$ cat config.mk
export PLATFORM = sky130hd
export DESIGN_NAME = ovr_cell
export DESIGN_NICKNAME = d
export VERILOG_FILES = /design/src/rtl/core/ovr_pkg.sv /design/src/rtl/core/ovr_cell.sv
export SDC_FILE = /design/constraint.sdc
export NUM_CORES = 1
export LEC_CHECK = 0
export ABC_AREA = 1
export BUFFER_PORTS_ARGS = -buffer_cell sky130_fd_sc_hd__clkbuf_2
export CAP_MARGIN = 20
export CORE_AREA = 5 5 192 194
export CTS_BUF_LIST = sky130_fd_sc_hd__clkbuf_8
export DETAILED_ROUTE_END_ITERATION = 7
export DIE_AREA = 0 0 197 199
export HOLD_SLACK_MARGIN = 0.03
export PLACE_DENSITY = 0.6
export SETUP_SLACK_MARGIN = 0.2
export SLEW_MARGIN = 20
export SYNTH_ARGS = -nofsm -noshare
export SYNTH_HDL_FRONTEND = slang
export SYNTH_SLANG_ARGS = --single-unit
export TNS_END_PERCENT = 50
$ cat constraint.sdc
create_clock -name clk_i -period 1.35 [get_ports clk_i]
set_input_delay 0.0675 -clock clk_i [delete_from_list [all_inputs] [get_ports clk_i]]
set_output_delay 0.0675 -clock clk_i [all_outputs]
set_load 0.02 [all_outputs]
$ cat src/rtl/core/ovr_pkg.sv
// ----------------------------------------------------------------------------
// ovr_pkg
// shared constants, operation codes and control types of the perceptron ring
// ----------------------------------------------------------------------------
package ovr_pkg;

  localparam int unsigned DefUnits    = 10;
  localparam int unsigned DefFeatures = 7;
  localparam int unsigned MaxFeatures = 7;

  localparam int unsigned WeightW = 32;
  localparam int unsigned FeatW   = 16;
  localparam int unsigned RateW   = 16;
  localparam int unsigned LabelW  = 4;
  localparam int unsigned UidxW   = 4;
  localparam int unsigned WidxW   = 3;
  localparam int unsigned ActW    = 5;
  localparam int unsigned ProdW   = 48;
  localparam int unsigned SumW    = 51;
  localparam int unsigned BestW   = 48;
  localparam int unsigned DeltaW  = 25;
  localparam int unsigned CfgIdxW = 4;

  localparam logic [CfgIdxW-1:0] CfgLearnRate   = 4'd0;
  localparam logic [CfgIdxW-1:0] CfgActiveUnits = 4'd1;

  localparam logic [RateW-1:0] RateReset   = 16'd6554;
  localparam logic [ActW-1:0]  ActiveReset = 5'd10;

  typedef enum logic [1:0] {
    OpLoad     = 2'd0,
    OpRead     = 2'd1,
    OpTrain    = 2'd2,
    OpClassify = 2'd3
  } op_e;

  typedef struct packed {
    logic               shift;
    logic               load;
    logic [WidxW-1:0]   widx;
    logic [WeightW-1:0] wval;
    logic [LabelW-1:0]  label;
  } cell_ctrl_t;

  typedef struct packed {
    logic                   en;
    logic                   first;
    logic                   upd;
    logic signed [SumW-1:0] sum;
    logic [LabelW-1:0]      label;
  } pe_stat_t;

endpackage

$ cat src/rtl/core/ovr_cell.sv
// ----------------------------------------------------------------------------
// ovr_cell
// one ring cell: weights and label of one unit, shifted on from its neighbor
// ----------------------------------------------------------------------------
module ovr_cell import ovr_pkg::*; #(
  parameter int unsigned      NumFeatures = DefFeatures,
  parameter logic [LabelW-1:0] ResetLabel = '0
) (
  input  logic                                clk_i,
  input  logic                                rst_ni,
  input  cell_ctrl_t                          ctrl_i,
  input  logic                                sel_i,
  input  logic [NumFeatures-1:0][WeightW-1:0] w_i,
  input  logic [LabelW-1:0]                   label_i,
  output logic [NumFeatures-1:0][WeightW-1:0] w_o,
  output logic [LabelW-1:0]                   label_o
);

  logic [NumFeatures-1:0][WeightW-1:0] w_d, w_q;
  logic [LabelW-1:0]                   label_d, label_q;

  always_comb begin
    w_d     = w_q;
    label_d = label_q;
    if (ctrl_i.shift) begin
      w_d     = w_i;
      label_d = label_i;
    end else if (ctrl_i.load && sel_i) begin
      label_d = ctrl_i.label;
      for (int j = 0; j < NumFeatures; j++) begin
        if (ctrl_i.widx == WidxW'(j)) begin
          w_d[j] = ctrl_i.wval;
        end
      end
    end
  end

  always_ff @(posedge clk_i or negedge rst_ni) begin
    if (!rst_ni) begin
      w_q     <= '0;
      label_q <= ResetLabel;
    end else begin
      w_q     <= w_d;
      label_q <= label_d;
    end
  end

  assign w_o     = w_q;
  assign label_o = label_q;

endmodule

==> results.ini <==
[status]
status = finished, final reports clean

[sta]
grt_setup_unrepaired = true
fin_skew_ns = 0
worstMarginPinSlew_ns = 0.586
maxSlewViolCount = 0
hold_violations = 0
fmax_mhz = 806
period_share = 0.919
relSlewSlack = 0.609
timing.setup.tns_ns = 0
period_needed_ns = 1.24
setup_viol = 0

[grt]
grt_pass1_wl_microns = 90100
grt_pass1_vias = 15245
track_usage = 0.301
grt_antenna_before_repair = 3
grt_max_degree = 95
gr-total-overflow = 0

[floorplan]
start_util = 0.325
ioPinCount = 500
core-area_sq_mm = 0.0351
die_y_microns = 199
rows = 69
die_area_sq_mm = 0.0392
die_w_microns = 197

[synth]
synth_top_area_share = 0.501
synth_area_leaders = dfrtp_1 (50%), nand2_1 (24%), nand3_1 (20%)
ys_ff_latch = 228
yosys_warnings = 0
postSynthCellCount = 1551
syn_area_sq_mm = 0.0114
synth_area_per_cell_sq_um = 7.34
ys_seq_area_frac = 0.501
synthesis.nets = 1823
yosysTopAreaCell = dfrtp_1
yosysUniqueCellTypes = 11

[power_and_ir_drop]
powerDensity_mw_per_mm2 = 1070
leakage_uw = 0.0114
irDropWorstVdd_mv = 0.731

[clock_tree]
numCtsBuffers = 42
cts_sinks = 228
cts_tree = built
cts.reportedPaths.clkPinSlew_ns = 0.06
h-tree-depth = 2
clock_latency_ns = 0.56
clock-root-buffer = clkbuf_8
clk_path_buf_depth = 3

[layout]
final_cell_area_sq_mm = 0.0200
mostFrequentLayoutCells = nand2_1 (730), nand3_1 (457), clkbuf_2 (364)
areaGrowthSynthToFinish_pct = 75.8
fin_nets = 2669
nFillCells = 3063
final_common_cell = nand2_1
drive_above_1_share = 0.299
post-route-util = 0.571

[critical_path]
r2r_cells = 4
cp.buffers_inverters = 1
worstPathRequired_ns = 1.28
crit_fanout = 2
crit_chain = clkbuf_8
critPathMaxStageDelay_ns = 0.43
critical_path_depth = 1
worstPathArrival_ns = 1.17
critPathKind = flop to primary output
cp_top_family = flip-flops
cp-end-kind = primary output
cp_slowest_cell = dfrtp_1
start_kind = flop

[detailed_routing]
via_per_inst = 5.28
drtAntennaViolNets = 0
post_drt_wl_per_cell_microns = 21.8
dr.pass1.iters = 7
drt_wl_total_microns = 62900
drc = 0
vias = 15217
drt-initial-drc-count = 1462

[placed_design]
hpwl_microns = 40200
gp_congestion = 0.858
port_buffers = 499
dpl-instance-area_sq_mm = 0.0151

[hold_path]
hp-class = input port to flop
worstHoldPathCells = 6

[flow_run]
drv_cap = 0

-- cell usage after synthesis --
library cell,number
buf_1,6
buf_2,94
buf_4,1
clkbuf_1,20
dfrtp_1,228
inv_1,4
inv_2,1
nand2_1,731
nand3_1,457
nor2_1,5
o21a_1,4
-- final timing paths --
| check | from | to | slack, ns |
|---|---|---|---|
| max | w_o[156]$_DFFE_PN0P_ | w_o[156] | 0.11 |
| min | ctrl_i[33] | w_o[29]$_DFFE_PN0P_ | 0.06 |
| max reg2reg | w_o[56]$_DFFE_PN0P_ | w_o[56]$_DFFE_PN0P_ | 0.44 |
| min reg2reg | w_o[189]$_DFFE_PN0P_ | w_o[189]$_DFFE_PN0P_ | 0.50 |
| max in group asynchronous | rst_ni | w_o[219]$_DFFE_PN0P_ | 0.67 |
| min in group asynchronous | rst_ni | w_o[88]$_DFFE_PN0P_ | 0.10 |
-- registers in the layout, summed over array words and instances, names as in the netlist --
name / count
label_o: 4
w_o: 224
-- per-stage QoR --
| stage | std cells | power [uW] | hold WS [ns] | setup slack, ns |
|---|---|---|---|---|
| after global routing | 2881 | 22300 | 0.0687 | 0.0714 |
| final | 2882 | 21400 | 0.0625 | 0.110 |
| after global placement | 2488 | 13100 | 0.0668 | 0.127 |
| after CTS | 2842 | 20800 | 0.0304 | 0.0728 |
| after floorplan | 1551 | 10600 | -0.228 | 0.470 |
| after detailed placement | 2488 | 13200 | 0.0713 | 0.122 |
-- routing by layer --
layer | share of wire | wire, microns | global-route usage | vias to the layer above
met3 | 0.11 | 6620 | 0.0678 | 236
met1 | 0.38 | 23900 | 0.388 | 7095
met2 | 0.45 | 28600 | 0.474 | 1149
met4 | 0.060 | 3780 | 0.162 | 0
met5 | 0 | 0 | 0 | -
li1 | - | - | - | 6737
-- report_power, final --
group / leakage, uW / internal [uW] / total, uW / switching (uW)
clock network: 0.000461 / 3550 / 6530 / 2990
logic: 0.00803 / 3080 / 6710 / 3620
registers: 0.00292 / 7590 / 8170 / 579
total: 0.0114 / 14200 / 21400 / 7190
-- cell families after synthesis --
family                 share of synthesized area
AND/OR/NAND/NOR                            0.444
buffers and inverters                     0.0522
flip-flops                                 0.501
AO/OA/AOI/OAI                            0.00264
-- final cells by class --
class | instances | area [sq um] | share of cell area
well taps | 461 | 577 | 0.0288
repair buffers | 923 | 7810 | 0.391
clock inverters | 16 | 86.3 | 0.00432
multi-input cells | 1197 | 5090 | 0.254
flip-flops and latches | 228 | 5710 | 0.285
clock buffers | 51 | 702 | 0.0351
inverters | 5 | 26.3 | 0.00131
diodes | 1 | 2.50 | 0.000125
-- what timing repair did --
item	in CTS	in global routing
buffers inserted	33	39
endpoints found under the setup margin	228	230
endpoints found under the hold margin	456	0
cloned	0	0
gates resized for setup	132	227
hold buffers	254	0
Note: power is estimated with default switching activity, not from simulation.
